--- src/hw/rtl/gbh_pkg.sv ---
// shared types and constants of the 3x3 blur / high-pass filter
package gbh_pkg;

  localparam int PIX_W   = 8;
  localparam int CH      = 3;
  localparam int WORD_W  = CH * PIX_W;
  localparam int COORD_W = 10;
  localparam int DIM_W   = 11;
  localparam int WGT_W   = 12;
  localparam int FRAC    = 12;
  localparam int SUM_W   = 24;
  localparam int SAT     = 255;
  localparam int QDEPTH  = 4;
  localparam int QPTR_W  = 2;
  localparam int QCNT_W  = 3;
  localparam int NJOBS   = 4;

  // result kinds per input pixel, in output order
  localparam int JOB_ABOVE_LEFT = 0;
  localparam int JOB_ABOVE_END  = 1;
  localparam int JOB_LAST_LEFT  = 2;
  localparam int JOB_LAST_END   = 3;

  typedef enum logic [2:0] {
    REG_IMAGE_WIDTH   = 3'd0,
    REG_IMAGE_HEIGHT  = 3'd1,
    REG_CHANNEL_COUNT = 3'd2,
    REG_FILTER_MODE   = 3'd3,
    REG_WEIGHT_CENTER = 3'd4,
    REG_WEIGHT_EDGE   = 3'd5,
    REG_WEIGHT_CORNER = 3'd6
  } reg_idx_t;

  typedef logic [WORD_W-1:0] word_t;

  typedef struct packed {
    logic [DIM_W-1:0] width_eff;
    logic [DIM_W-1:0] height_eff;
    logic [1:0]       active;
    logic             mode;
    logic [WGT_W-1:0] w_ctr;
    logic [WGT_W-1:0] w_edge;
    logic [WGT_W-1:0] w_crn;
  } cfg_t;

  typedef struct packed {
    word_t [2:0][2:0]   taps;
    logic               left_rep;
    logic [NJOBS-1:0]   jobs;
    logic [COORD_W-1:0] row;
    logic [COORD_W-1:0] col;
  } entry_t;

  typedef struct packed {
    logic [QCNT_W-1:0] level;
    logic              stage_b;
  } fe_stat_t;

endpackage

--- src/hw/rtl/gbh_queue.sv ---
// short queue of classified windows between front and back
module gbh_queue (
  input  logic            clk,
  input  logic            rst,
  input  logic            push,
  input  gbh_pkg::entry_t push_data,
  input  logic            pop,
  output gbh_pkg::entry_t head,
  output logic            nonempty,
  output logic [gbh_pkg::QCNT_W-1:0] level
);
  import gbh_pkg::*;

  entry_t            slots [QDEPTH];
  logic [QPTR_W-1:0] wr_ptr;
  logic [QPTR_W-1:0] rd_ptr;

  assign head     = slots[rd_ptr];
  assign nonempty = level != '0;

  always_ff @(posedge clk) begin
    if (push) begin
      slots[wr_ptr] <= push_data;
    end
    if (rst) begin
      wr_ptr <= '0;
      rd_ptr <= '0;
      level  <= '0;
    end else begin
      if (push) begin
        wr_ptr <= wr_ptr + QPTR_W'(1);
      end
      if (pop) begin
        rd_ptr <= rd_ptr + QPTR_W'(1);
      end
      level <= level + QCNT_W'(push) - QCNT_W'(pop);
    end
  end

endmodule

--- config.mk ---
export PLATFORM = sky130hd
export DESIGN_NAME = gbh_queue
export DESIGN_NICKNAME = d
export VERILOG_FILES = /design/src/hw/rtl/gbh_pkg.sv /design/src/hw/rtl/gbh_queue.sv
export SDC_FILE = /design/constraint.sdc
export NUM_CORES = 1
export LEC_CHECK = 0
export BUFFER_PORTS_ARGS = -buffer_cell sky130_fd_sc_hd__buf_2
export CAP_MARGIN = 25
export CORE_ASPECT_RATIO = 2
export CORE_UTILIZATION = 40
export CTS_BUF_LIST = sky130_fd_sc_hd__clkbuf_16
export CTS_CLUSTER_DIAMETER = 100
export DETAILED_ROUTE_END_ITERATION = 8
export PLACE_DENSITY = 0.56
export RECOVER_POWER = 50
export SLEW_MARGIN = 20
export SYNTH_ARGS = -nofsm -noshare
export SYNTH_HDL_FRONTEND = slang
export SYNTH_SLANG_ARGS = --single-unit
--- constraint.sdc ---
create_clock -name clk -period 22.1 [get_ports clk]
set_input_delay 4.42 -clock clk [delete_from_list [all_inputs] [get_ports clk]]
set_output_delay 4.42 -clock clk [all_outputs]
set_load 0.01 [all_outputs]
---- Yosys cells after proc, flatten, opt, wreduce, memory -nomap -nowiden ----
Memories as Yosys holds them, arrays and structs flattened. A register that Yosys moved wholly into a read port is not among the register bits.
Index checks and enable logic that the tools add are counted.
storage, ports and cells
  bits in registers ....................... 7
  memory bits (writable) .................. 964
  input port bits ......................... 245
  output and inout bits ................... 245
  logic and storage cells ................. 13
  memories ................................ 1
memory list
  name   words  width  read ports  clocked after Yosys merged registers in  wr ports  RTL line         RTL
  slots  4      241    1           1                                        1         gbh_queue.sv:14  entry_t slots [QDEPTH];
operators by class
  $add $sub $neg .......................... 4
  multiplexer cells ....................... 4
  reduce and logical (&&, ||, !) cells .... 1
operators with widths
  kind                                                           number
  2-bit by 1-bit adder with 2-bit output, second input constant  2
  2-bit two-way mux                                              2
  3-bit by 1-bit adder with 3-bit output                         1
  3-bit nonzero test                                             1
  3-bit by 1-bit subtractor with 3-bit output                    1
  1-bit two-way mux                                              2

---- Logic depth before layout (Yosys ltp) ----
  depth after elaboration ................. 3
  mapped depth ............................ 7
  gate-level depth less buffers ........... 7

---- Worst setup path after synthesis ----
Ideal clock, no wire load.
  kind .................................... input port to flip-flop
  start ................................... in push
  end ..................................... mem slots[0][0] (netlist bit) (enable)
  setup time .............................. 0.631 ns
  arrival ................................. 9.871 ns
  data required time ...................... 21.469 ns
  setup slack ............................. 11.597 ns
  stages on the path ...................... 1
  path buffers ............................ 0
  path through ............................ and2_1
on the way
  word-level cells in the longest chain between the ends .. 2
ends and longest elaborated chain
  element                                  RTL line         RTL
  from (decl)                              gbh_queue.sv:5   input logic push,
  1-bit two-way mux                        gbh_queue.sv:22  if (push) begin
  1-bit two-way mux (implied by the code)  gbh_queue.sv:23  slots[wr_ptr] <= push_data;
  to (decl)                                gbh_queue.sv:14
No other way between the ends.

---- Worst setup path in the final report ----
  start ................................... in push
  end ..................................... mem slots[2][205] (netlist bit) (enable)
Same word-level chain as after synthesis.

==> results.md <==
- The first global-routing pass estimated ~110000 um of wire.
- The type of the worst min-delay path is register to register.
- The headroom to the max-slew limit is -198%.
- The total power is 3.90 mW.
- The clock tree from TritonCTS is built.
- The maximum clock frequency is between 100 and 150 MHz.
- Of the total synthesized cell area, the portion taken by XOR and XNOR cells is less than 1%.
- In this run the deepest clock path goes through 3 buffers.
- The critical path in this run is classified as input port to register.
- TritonCTS created between 80 and 90 clock buffers.
- The setup TNS after final layout is 0 ps.
- The largest fanout of any net on the critical path is 91.
- After synthesis, the largest family of logic cells by area is multiplexers.
- The top cell types in the final layout, fill and taps aside, are sky130_fd_sc_hd__edfxtp_1 (964), sky130_fd_sc_hd__buf_2 (246), sky130_fd_sc_hd__clkbuf_1 (243), sky130_fd_sc_hd__mux4_2 (241), sky130_fd_sc_hd__clkbuf_16 (89).
- Of the available clock period, the critical path in the final layout requires approximately 43%.
- Clock-pin slew was measured on the worst setup and hold paths at about 60 ps.
- After detailed routing, the total wire length is roughly 73000 um.
- In this run the power density over the cells is approximately 95 mW/mm^2.
- The final worst clock skew is about 11 ps.
- The checks that failed: capacitance limit, slew limit.
- The total number of clock tree sinks is 973.
- 490 I/O pins were placed.
- The number of buffers added for setup after CTS is 0.
- The register area share after synthesis is between 80% and 90%.
- The starting density of the core is 40.4%.
- For this design the static power due to leakage is between 10 and 15 nW.
- Input and output buffers added on the ports amount to between 400 and 500.
- The width of the die is roughly 210 um.
- The synthesized netlist contains 19 unique library cells.
- The final weighted congestion of routability-driven global placement is 0.730.
- Of the cells placed in the final design, the portion with a size suffix greater than 1 is between 30% and 40%.
- At the later pin of the worst-skew pair, clock insertion delay measures about 660 ps.
- At the pin with the least slew margin, the transition time is around 4500 ps.
- The total routing resource utilization after global routing is between 15 and 20%.
- The average wire per cell in the routed design is 23.9 um.
- The endpoint identified for the worst register-to-register timing path is slots[2][205].
- The die is approximately 420 um tall.
- The first detailed-routing pass ran for 5 iterations.
- The smallest clock period supported by the final layout is computed as between 9000 and 10000 ps.
- The number of buffers inserted by hold repair at cts is 0.
- At the worst endpoint, the arrival time is slightly below 10000 ps.
- The number of core rows is approximately 150.
- The placeable core area is 0.0871 mm^2.
- Leaving out fill and tap cells, the most frequent cell in the layout is sky130_fd_sc_hd__edfxtp_1.
- Detailed routing inserted a total of between 15000 and 20000 vias.
- The final-report max-slew violation count was around 150.
- In this run the cell area of the synthesized design comes to roughly 0.035 mm^2.
- The multiplexer share of the synthesized area is around 15%.
- The number of max-cap violations is 4.
- Synthesis produced a netlist whose cell count is between 1000 and 1500.
- The critical path endpoint category is a register.
- The final cell utilization of the core is 47.4%.
- Using the TritonRoute via totals, the vias-per-cell ratio works out to around 5.1.
- For this block, the initial DRC count from the detailed router was about 860.
- The overall die area is approximately 0.089 mm^2.
- The number of nets handed over by synthesis was 1552.
- The area added between synthesis and finish is 17.2%.
- The flow ran to the end, but the final reports show violations.
- Setup repair after global routing left no endpoint under its margin.
- The critical path launch point type is an input port.
- In this run, synthesis produced a sequential element count of roughly 970.
- The worst setup path startpoint is push.
- IR analysis of the VDD net gives a maximum drop of between 0.00008 and 0.00009 V.
- The critical path data required time is ~22000 ps.
- The post-synthesis average cell area is about 27 um^2.
- The post-cts gate resize count is 0.
- The number of remaining DRC errors is 0.
- The initial antenna violation count was 22.
- Final hold analysis gives a worst-case slack of roughly 550 ps.
- The cell sitting at the root of the clock tree is a sky130_fd_sc_hd__clkbuf_16.
- The count of endpoints failing hold in the final timing report was 0.
- Of the total synthesized cell area, the portion taken by AND, OR, NAND and NOR gates is less than 1%.
- Setup violations remaining at the end of the flow were counted as 0.
- Yosys printed 0 warnings.
- The synthesized netlist devotes 0.270% of its cell area to adder and majority cells.
- For the worst flop-to-flop path, the logic depth is 6.
- The via count of the first global-routing pass came to between 15000 and 20000.
- In this run the critical register-to-register path is launched from wr_ptr[0].
- The synthesized netlist devotes 0.0426% of its cell area to compound gates.
- The post-layout net count is 2100.
- The remaining number of nets flagged by the antenna check after routing is 0.
- The setup check on the worst reg-to-reg path leaves a slack of around 16000 ps.
- The total congestion overflow after global routing is 0.
- The endpoint of the worst setup timing path is slots[2][205].
- In this run the number of H-tree levels came out at 3.
- The largest net degree at the start of global routing is ~130.
- Detailed placement finished with a half-perimeter wire length of between 40000 and 50000 um.
==> synthesized netlist by cell type <==
cell | instances | area (um^2)
sky130_fd_sc_hd__edfxtp_1 | 964 | 28900
sky130_fd_sc_hd__mux4_2 | 241 | 5430
sky130_fd_sc_hd__buf_2 | 26 | 130
sky130_fd_sc_hd__buf_6 | 22 | 248
sky130_fd_sc_hd__dfxtp_1 | 9 | 180
sky130_fd_sc_hd__clkbuf_1 | 6 | 22.5
sky130_fd_sc_hd__ha_1 | 6 | 75.1
sky130_fd_sc_hd__inv_1 | 6 | 22.5
sky130_fd_sc_hd__nor2_1 | 5 | 18.8
sky130_fd_sc_hd__and2_1 | 4 | 25.0
sky130_fd_sc_hd__nor2b_1 | 2 | 12.5
sky130_fd_sc_hd__xnor2_1 | 2 | 17.5
sky130_fd_sc_hd__a21bo_2 | 1 | 10.0
sky130_fd_sc_hd__a21oi_1 | 1 | 5.00
sky130_fd_sc_hd__fa_1 | 1 | 20.0
sky130_fd_sc_hd__mux2i_1 | 1 | 10.0
sky130_fd_sc_hd__nand3b_1 | 1 | 7.51
sky130_fd_sc_hd__or3_1 | 1 | 6.26
sky130_fd_sc_hd__xor3_1 | 1 | 23.8
==> where the power goes <==
part,internal [mW],leakage [nW],switching [mW]
sequential,2.12,8.93,0.0217
combinational,0.161,2.86,0.211
clock,0.749,1.34,0.634
==> routing by layer <==
| layer | routed length (um) | global-route usage [%] |
|---|---|---|
| met4 | 2020 | 6.64 |
| met3 | 7070 | 6.77 |
| met2 | 36700 | 27.5 |
| met5 | 213 | 0 |
| met1 | 27500 | 19.1 |
==> critical path: stages <==
cell	delay, ps
sky130_fd_sc_hd__clkbuf_1	270
sky130_fd_sc_hd__and2_0	3230
sky130_fd_sc_hd__buf_12	280
sky130_fd_sc_hd__buf_16	320
sky130_fd_sc_hd__buf_4	760
==> through the flow <==
stage                     cells  instance area (um^2)  setup slack, ps
after floorplan            1300                 35200            11600
after global placement     2920                 38900            14190
after detailed placement   2920                 38900            14170
after CTS                  3071                 41500            13420
after global routing       3076                 41200            12200
final                      3079                 41300            12690
==> cell families after synthesis <==
group,after synthesis
fa+ha+maj,7
mux,242
buf+inv,60
simple gates,13
flops,973
xor+xnor,3
compound gates,2
==> state kept, by name, summed over array words and instances, names as in the netlist, named ones only <==
register  count
level         3
rd_ptr        2
wr_ptr        2
slots       964
==> layout make-up <==
class                   count  area [um^2]
multi-input cells         267         5660
clock inverters            62          334
fillers                  7279        45800
well taps                1162         1450
clock buffers              89         2230
inverters                   6         22.5
repair buffers            515         2410
diodes                      5         12.5
flip-flops and latches    973        29100
==> worst min-delay path by stage <==
stage                          from   endpoint  slack [ps]  cells past startpoint
final                     wr_ptr[1]  wr_ptr[1]         550                      2
after global placement    rd_ptr[1]   register         500                      2
after detailed placement  rd_ptr[0]   register         540                      2
after CTS                 wr_ptr[1]  wr_ptr[1]         560                      2
after floorplan           rd_ptr[1]   register         490                      2
after global routing      rd_ptr[0]   register         580                      2
Note: power is estimated with default switching activity, not from simulation.
