--- src/hw/rtl/gbh_pkg.sv ---
// shared types and constants of the 3x3 blur / high-pass filter
package gbh_pkg;

  localparam int PIX_W   = 8;
  localparam int CH      = 3;
  localparam int WORD_W  = CH * PIX_W;
  localparam int COORD_W = 10;
  localparam int DIM_W   = 11;
  localparam int WGT_W   = 12;
  localparam int FRAC    = 12;
  localparam int SUM_W   = 24;
  localparam int SAT     = 255;
  localparam int QDEPTH  = 4;
  localparam int QPTR_W  = 2;
  localparam int QCNT_W  = 3;
  localparam int NJOBS   = 4;

  // result kinds per input pixel, in output order
  localparam int JOB_ABOVE_LEFT = 0;
  localparam int JOB_ABOVE_END  = 1;
  localparam int JOB_LAST_LEFT  = 2;
  localparam int JOB_LAST_END   = 3;

  typedef enum logic [2:0] {
    REG_IMAGE_WIDTH   = 3'd0,
    REG_IMAGE_HEIGHT  = 3'd1,
    REG_CHANNEL_COUNT = 3'd2,
    REG_FILTER_MODE   = 3'd3,
    REG_WEIGHT_CENTER = 3'd4,
    REG_WEIGHT_EDGE   = 3'd5,
    REG_WEIGHT_CORNER = 3'd6
  } reg_idx_t;

  typedef logic [WORD_W-1:0] word_t;

  typedef struct packed {
    logic [DIM_W-1:0] width_eff;
    logic [DIM_W-1:0] height_eff;
    logic [1:0]       active;
    logic             mode;
    logic [WGT_W-1:0] w_ctr;
    logic [WGT_W-1:0] w_edge;
    logic [WGT_W-1:0] w_crn;
  } cfg_t;

  typedef struct packed {
    word_t [2:0][2:0]   taps;
    logic               left_rep;
    logic [NJOBS-1:0]   jobs;
    logic [COORD_W-1:0] row;
    logic [COORD_W-1:0] col;
  } entry_t;

  typedef struct packed {
    logic [QCNT_W-1:0] level;
    logic              stage_b;
  } fe_stat_t;

endpackage

--- src/hw/rtl/gbh_ifs.sv ---


interface gbh_result_if;
  logic       valid;
  logic       ready;
  logic [7:0] out_c0;
  logic [7:0] out_c1;
  logic [7:0] out_c2;
  logic [9:0] out_row;
  logic [9:0] out_col;
  logic       frame_last;
  modport source (output valid, out_c0, out_c1, out_c2, out_row, out_col, frame_last,
                  input ready);
  modport sink (input valid, out_c0, out_c1, out_c2, out_row, out_col, frame_last,
                output ready);
endinterface

--- src/hw/rtl/gbh_back.sv ---
// back end: per-result tap selection, weighted sums and output register
module gbh_back #(
  parameter int LANES = 3
) (
  input  logic            clk,
  input  logic            rst,
  input  gbh_pkg::entry_t head,
  input  logic            nonempty,
  input  gbh_pkg::cfg_t   cfg,
  output logic            pop,
  gbh_result_if.source    results
);
  import gbh_pkg::*;

  logic [NJOBS-1:0]   done;
  logic [NJOBS-1:0]   left;
  logic [NJOBS-1:0]   sel;
  logic [NJOBS-1:0]   rest;
  logic               near;
  logic               bottom;
  logic [1:0]         ca, cb, cd, rt, rm, ru;
  logic               out_free;
  logic               s1_ready;
  logic               issue;

  logic               s1_valid;
  logic [SUM_W-1:0]   s1_sum [CH];
  logic [PIX_W-1:0]   s1_ctr [CH];
  logic [CH-1:0]      s1_on;
  logic [COORD_W-1:0] s1_row;
  logic [COORD_W-1:0] s1_col;
  logic               s1_last;

  logic [SUM_W-1:0]   sum_c [CH];
  logic [PIX_W-1:0]   ctr_c [CH];
  logic [PIX_W-1:0]   res_c [CH];
  logic [CH-1:0]      lane_on;

  assign left   = head.jobs & ~done;
  assign sel    = left & (~left + NJOBS'(1));
  assign rest   = left & ~sel;
  assign near   = sel[JOB_ABOVE_LEFT] | sel[JOB_LAST_LEFT];
  assign bottom = sel[JOB_LAST_LEFT] | sel[JOB_LAST_END];
  assign ca = near ? (head.left_rep ? 2'd1 : 2'd0) : 2'd1;
  assign cb = near ? 2'd1 : 2'd2;
  assign cd = 2'd2;
  assign rt = bottom ? 2'd1 : 2'd0;
  assign rm = bottom ? 2'd2 : 2'd1;
  assign ru = 2'd2;

  assign out_free = !results.valid || results.ready;
  assign s1_ready = !s1_valid || out_free;
  assign issue    = nonempty && s1_ready;
  assign pop      = issue && (rest == '0);

  for (genvar k = 0; k < CH; k++) begin : g_lane
    assign lane_on[k] = (k < LANES) && (32'(cfg.active) > k);
    if (k < LANES) begin : g_on
      logic [PIX_W-1:0]   ctr;
      logic [PIX_W+1:0]   edges;
      logic [PIX_W+1:0]   corners;
      logic [SUM_W-1:0]   p_ctr, p_edge, p_crn;
      logic [SUM_W-FRAC-1:0] lp_raw;
      logic [PIX_W-1:0]   lp;
      logic [PIX_W:0]     diff;
      assign ctr     = head.taps[cb][rm][k*PIX_W +: PIX_W];
      assign edges   = (PIX_W+2)'(head.taps[cb][rt][k*PIX_W +: PIX_W])
                     + (PIX_W+2)'(head.taps[cb][ru][k*PIX_W +: PIX_W])
                     + (PIX_W+2)'(head.taps[ca][rm][k*PIX_W +: PIX_W])
                     + (PIX_W+2)'(head.taps[cd][rm][k*PIX_W +: PIX_W]);
      assign corners = (PIX_W+2)'(head.taps[ca][rt][k*PIX_W +: PIX_W])
                     + (PIX_W+2)'(head.taps[ca][ru][k*PIX_W +: PIX_W])
                     + (PIX_W+2)'(head.taps[cd][rt][k*PIX_W +: PIX_W])
                     + (PIX_W+2)'(head.taps[cd][ru][k*PIX_W +: PIX_W]);
      assign p_ctr   = SUM_W'(cfg.w_ctr) * SUM_W'(ctr);
      assign p_edge  = SUM_W'(cfg.w_edge) * SUM_W'(edges);
      assign p_crn   = SUM_W'(cfg.w_crn) * SUM_W'(corners);
      assign sum_c[k] = p_ctr + p_edge + p_crn;
      assign ctr_c[k] = ctr;
      // second stage: truncate, saturate, optional doubled difference
      assign lp_raw = s1_sum[k][SUM_W-1:FRAC];
      assign lp     = (lp_raw > (SUM_W-FRAC)'(SAT)) ? PIX_W'(SAT) : lp_raw[PIX_W-1:0];
      assign diff   = (s1_ctr[k] > lp) ? {1'b0, s1_ctr[k] - lp} : {1'b0, lp - s1_ctr[k]};
      always_comb begin
        if (!s1_on[k]) begin
          res_c[k] = '0;
        end else if (cfg.mode) begin
          res_c[k] = (diff > (PIX_W+1)'(SAT >> 1)) ? PIX_W'(SAT) : {diff[PIX_W-2:0], 1'b0};
        end else begin
          res_c[k] = lp;
        end
      end
    end else begin : g_off
      assign sum_c[k] = '0;
      assign ctr_c[k] = '0;
      assign res_c[k] = '0;
    end
  end

  always_ff @(posedge clk) begin
    if (issue) begin
      s1_sum  <= sum_c;
      s1_ctr  <= ctr_c;
      s1_on   <= lane_on;
      s1_row  <= bottom ? head.row : head.row - COORD_W'(1);
      s1_col  <= near ? head.col - COORD_W'(1) : head.col;
      s1_last <= sel[JOB_LAST_END];
    end
    if (s1_valid && out_free) begin
      results.out_c0     <= res_c[0];
      results.out_c1     <= res_c[1];
      results.out_c2     <= res_c[2];
      results.out_row    <= s1_row;
      results.out_col    <= s1_col;
      results.frame_last <= s1_last;
    end
    if (rst) begin
      done          <= '0;
      s1_valid      <= 1'b0;
      results.valid <= 1'b0;
    end else begin
      if (issue) begin
        done <= pop ? '0 : (done | sel);
      end
      if (s1_ready) begin
        s1_valid <= issue;
      end
      if (out_free) begin
        results.valid <= s1_valid;
      end
    end
  end

endmodule

--- src/flat_wrapper.sv ---
// flat-port wrapper written by rule: the top's interface ports become plain ports
module gbh_back_flat import gbh_pkg::*;
#(
  parameter int LANES = 3
)
  (clk, rst, head, nonempty, cfg, pop, results_valid, results_out_c0, results_out_c1, results_out_c2, results_out_row, results_out_col, results_frame_last, results_ready);
  gbh_result_if results_i ();
  input  logic clk;
  input  logic rst;
  input  gbh_pkg::entry_t head;
  input  logic nonempty;
  input  gbh_pkg::cfg_t cfg;
  output logic pop;
  output wire logic [$bits(results_i.valid)-1:0] results_valid;
  output wire logic [$bits(results_i.out_c0)-1:0] results_out_c0;
  output wire logic [$bits(results_i.out_c1)-1:0] results_out_c1;
  output wire logic [$bits(results_i.out_c2)-1:0] results_out_c2;
  output wire logic [$bits(results_i.out_row)-1:0] results_out_row;
  output wire logic [$bits(results_i.out_col)-1:0] results_out_col;
  output wire logic [$bits(results_i.frame_last)-1:0] results_frame_last;
  input wire logic [$bits(results_i.ready)-1:0] results_ready;
  assign results_valid = results_i.valid;
  assign results_out_c0 = results_i.out_c0;
  assign results_out_c1 = results_i.out_c1;
  assign results_out_c2 = results_i.out_c2;
  assign results_out_row = results_i.out_row;
  assign results_out_col = results_i.out_col;
  assign results_frame_last = results_i.frame_last;
  assign results_i.ready = results_ready;
  gbh_back #(.LANES(LANES)) u_core (.clk(clk), .rst(rst), .head(head), .nonempty(nonempty), .cfg(cfg), .pop(pop), .results(results_i));
endmodule
--- config.mk ---
export PLATFORM = sky130hd
export DESIGN_NAME = gbh_back_flat
export DESIGN_NICKNAME = d
export VERILOG_FILES = /design/src/hw/rtl/gbh_pkg.sv /design/src/hw/rtl/gbh_ifs.sv /design/src/hw/rtl/gbh_back.sv /design/src/flat_wrapper.sv
export SDC_FILE = /design/constraint.sdc
export NUM_CORES = 2
export LEC_CHECK = 0
export BUFFER_PORTS_ARGS = -buffer_cell sky130_fd_sc_hd__buf_2
export CAP_MARGIN = 40
export CORE_MARGIN = 3
export CORE_UTILIZATION = 65
export DETAILED_ROUTE_END_ITERATION = 7
export GPL_ROUTABILITY_DRIVEN = 0
export MAX_ROUTING_LAYER = met4
export PLACE_DENSITY_LB_ADDON = 0.08
export SLEW_MARGIN = 10
export SYNTH_ARGS = -nofsm -noshare
export SYNTH_HDL_FRONTEND = slang
export SYNTH_SLANG_ARGS = --single-unit
--- constraint.sdc ---
create_clock -name clk -period 20.4 [get_ports clk]
set_input_delay 1.02 -clock clk [delete_from_list [all_inputs] [get_ports clk]]
set_output_delay 1.02 -clock clk [all_outputs]
set_load 0.03 [all_outputs]
# Word-level counts from Yosys, hierarchy flattened

Index checks and enable logic that the tools add are counted.
W data, S select, Z words.

Eq/ne operators: 0
Shift-type cells: 0
Reductions and logical operators: 8
Multiply operators: 9
Add/subtract/negate cells: 33
Mux-type cells: 36
Bitwise gates (word level): 9
Order comparisons: 16
Divide/modulo/power cells: 0

Operators by type and width:

| cell                    | count |
|---|---|
| $bmux W24 S2            | 6 |
| $bmux W72 S2            | 2 |
| $mux W24                | 6 |
| $mux W72                | 2 |
| $mul A12 B10 Y22        | 6 |
| $add A10 B8 Y10         | 12 |
| $mux W8                 | 12 |
| $add A24 B22 Y24        | 3 |
| $add A20 B22 Y23        | 3 |
| $mul A12 B8 Y20         | 3 |
| $add A8 B8 Y9           | 6 |
| $sub A8 B8 Y8           | 6 |
| $gt A12 B8 Y1 const B   | 3 |
| $gt A9 B7 Y1 const B    | 3 |
| $gt A8 B8 Y1            | 3 |
| $mux W10                | 2 |
| $sub A10 B1 Y10 const B | 2 |
| $and A4 B4 Y4           | 3 |
| $lt A2 B3 Y1 const B    | 4 |
| $not A4 Y4              | 3 |
| $mux W2                 | 3 |
| $add A4 B1 Y4 const B   | 1 |
| $gt A2 B1 Y1 const B    | 2 |
| $logic_not A4 Y1        | 1 |
| other kinds (8)         | 14 |

Input bits: 306
Bits in latches: 0
Register bits after elaboration: 171
Memories: 0
Logic and storage cells: 130
Output and inout port bits: 47
Memory bits (read-only): 0
Memory bits (writable): 0

# Logic depth before layout (Yosys ltp)

Depth in word-level cells: 17
Depth in mapped cells: 60
Gate-level depth less buffers: 57

# Worst setup path before layout

OpenSTA, ideal clock, no wires.

Kind: input to register
Start: input port head[20] in the netlist's numbering
End: register u_core.s1_sum, in the netlist u_core.g_lane[0].g_on.lp_raw[10] (data pin)
Arrival time: 12.690 ns
Setup slack: 7.452 ns
Required time: 20.142 ns
Buffers on the path: 3
Cell stages on the path: 51
Setup time: 0.258 ns
Cells stage by stage: nand2b_1 > nand2_1 > a21oi_1 > clkbuf_1 > clkbuf_1 > nand2_1 > a31oi_1 > ha_1 > inv_1 > fa_1 > inv_1 > fa_1 > ha_1 > fa_1 > a21oi_1 > nor2_1 > nor2_1 > o21bai_1 > [15 not listed] > a21o_1 > a21oi_1 > xnor2_1 > fa_1 > inv_1 > fa_1 > inv_1 > fa_1 > ha_1 > a211oi_1 > nor2b_1 > a211oi_1 > o41a_1 > a41oi_1 > a21oi_1 > a21o_1 > a21oi_1 > xnor2_1

RTL lines:

| element              | RTL line           | RTL |
|---|---|---|
| start, declared      | flat_wrapper.sv:10 | `input gbh_pkg::entry_t head;` |
| end signal, assigned | gbh_back.sv:102    | `s1_sum <= sum_c;` |
| end, declared        | gbh_back.sv:27     | `logic [SUM_W-1:0] s1_sum [CH];` |

==> reports/qor.yml <==
critical_path:
  cp_top_family: "adder cells"
  ff2ff_setup_slack_ps: 5340
  rr_worst_depth: 49
  crit_fanout: 58
  cpPeakStageDelay_ps: 850
  critical_path_buf_inv_count: 10
  cp.required_ps: 20630
  worst_ep_arrival_time_ps: 15530
  crit_path_top_delay_cell: "a2111oi_0"
  startpoint_type: "input port"
  crit_path_frequent_cell: "fa_1"
  critPathKind: "input port to flip-flop"
  cp_num_cells: 50
  cp-end-kind: "flip-flop"
final_layout:
  area_growth_pct: 6.98
  mostFrequentLayoutCells: "inv_1, fa_1, nand2_1"
  final_nets: 7519
  regArea_sq_um: 3990
  drive_gt1_frac: 0.0908
  multi_input_area_sq_um: 39000
  final_common_cell: "inv_1"
  nFillCells: 5975
die:
  fp.coreArea_sq_um: 73300
  placementRows: 99
  dieArea_sq_um: 77800
  die_y_microns: 279
  die_x_microns: 279
  boundaryPins: 353
  start_util: 0.661
drt:
  wl_mm: 130
  route.detailed.drc: 0
  drt_iter0_drc: 3059
  ant_nets: 0
  vias: 38100
  avgViaCountPerCell: 5.65
  first_pass_iters: 7
  wl_per_cell_microns: 19.3
synthesis:
  synth_edf_count: 129
  ys_seq_elements: 135
  ys_seq_area_frac: 0.0825
  synth_ff_type: "edfxtp_1"
  ys_types: 74
  yosys-top-cells-area: "fa_1, ha_1, inv_1"
  syn-cell-area_sq_um: 48400
  synth_cells: 5575
  synth_area_per_cell_sq_um: 8.69
  synth_async_sr_flop_share: 0
  synth_top_area_frac: 0.366
  yosysTopAreaCell: "fa_1"
  synth_warnings: 0
  synth_nets: 7335
place:
  port-buffer-count: 330
  post-place-ws_ps: 4990
  dp_hpwl_mm: 105
global_route:
  grt_use_total: 0.354
  overflow: 0
  grt_max_degree: 154
  grt_pass1_wl_mm: 209
  first_global_vias: 39400
  antenna_found_initial: 19
outcome:
  status: "completed"
timing:
  finalMaxSlewViolations: 0
  grt_setup_unrepaired: "no"
  hold_viol: 0
  min_period_over_period: 0.750
  finalCriticalPeriod_ps: 15300
  tns_ps: 0
  skew_ps: 15.7
  tightest_slew_ps: 1060
  max_freq_ghz: 0.0654
  slew_headroom: 0.290
  fin_ws_ps: 5100
  setup_viol_count_final: 0
clock_network:
  htreeDepth: 4
  postCtsSetupRepairBufs: 0
  cts.sinks: 135
  ctsResizeCount: 0
  insertion_delay_ps: 470
  clk_pin_slew_worst_paths_ps: 90
  cts-root-buf: "clkbuf_16"
  hold_buffers: 0
  clockBufferDepth: 2
  cts-buffers-inserted: 17
  cts_tree: "built"
hold_path:
  holdPathStages: 0
  worstHoldPathType: "flip-flop to flip-flop"
job:
  maxCapViolCount: 0
[registers in the layout, summed over array words and instances, names as in the netlist, 3 cells and up]
signal,cells
u_core.results.out_c0,8
u_core.results.out_c2,8
u_core.s1_col,10
u_core.s1_ctr,24
u_core.s1_on,3
u_core.results.out_c1,8
u_core.g_lane.g_on.lp_raw,36
u_core.results.out_row,10
u_core.results.out_col,10
u_core.s1_row,10
u_core.done,4
[worst register-to-register path: cells and delay by family (launching register included)]
kind                     cells  cell delay (ps)
buffers and inverters        9             1060
flip-flops                   1              350
XOR/XNOR                     4             1250
AND/OR/NAND/NOR             13             3370
adder cells (fa/ha/maj)     15             6420
AO/OA/AOI/OAI                8             2370
[metal layers]
layer / global-route usage / share of wire / vias to the layer above
li1: - / - / 17400
met1: 0.465 / 0.41 / 19000
met2: 0.572 / 0.48 / 1455
met3: 0.0496 / 0.076 / 229
met4: 0.120 / 0.036 / 0
met5: - / 0 / -
[cell type report]
cell class / instances / area share
Antenna cell: 10 / 0.000483
Clock buffer: 17 / 0.00821
Clock inverter: 15 / 0.00297
Inverter: 1219 / 0.0883
Multi-Input combinational cell: 3973 / 0.754
Sequential cell: 135 / 0.0771
Tap cell: 959 / 0.0232
Timing Repair Buffer: 413 / 0.0463
[cells by family (layout without fill, tap and decap cells)]
group,after synthesis,in the layout,synth area share
xor gates and xnor gates,189,189,0.0343
buffers and inverters,1467,1664,0.114
AOI/OAI and AO/OA,577,577,0.0739
and+or+nand+nor,1658,1658,0.162
adders and majority gates,1455,1455,0.513
muxes,94,94,0.0202
DFF,135,135,0.0825
other,0,10,0
[synthesized netlist by cell type, drive strengths merged, types with 4 or more instances]
cell,n
fa,885
nor4,7
mux2i,65
o31ai,7
or2,31
o21ai,117
a21oi,217
o21bai,46
buf,23
clkbuf,225
a22oi,10
o21a,16
nor2b,108
a211oi,44
and2,365
o22ai,4
a21o,55
inv,1219
mux2,29
nand2b,53
o211ai,8
xnor2,130
xor2,59
nand3,26
dfxtp,6
nand4,10
or4,5
edfxtp,129
or3,9
nor3,24
a211o,4
a21boi,10
and4,4
a31oi,11
nor2,127
nand2,871
a41oi,4
ha,569
and3,9
[final timing paths]
check                    from                          endpoint
max reg2reg    u_core.done[0]  u_core.g_lane[1].g_on.lp_raw[11]
min          u_core.s1_col[8]         u_core.results.out_col[8]
min reg2reg  u_core.s1_col[8]         u_core.results.out_col[8]
max                  head[20]  u_core.g_lane[1].g_on.lp_raw[11]
[per-stage QoR]
stage | hold WS, ps | util | instances | instance area [sq um]
after floorplan | 400 | - | 5575 | 48400
after global placement | 401 | 0.695 | 6683 | 51000
after detailed placement | 406 | 0.698 | 6697 | 51200
after CTS | 413 | 0.706 | 6729 | 51700
after global routing | 432 | 0.707 | 6741 | 51800
final | 420 | 0.707 | 6741 | 51800
Power is not shown: default switching activity piles up to over one toggle a cycle in this logic, so the estimate is an artifact.
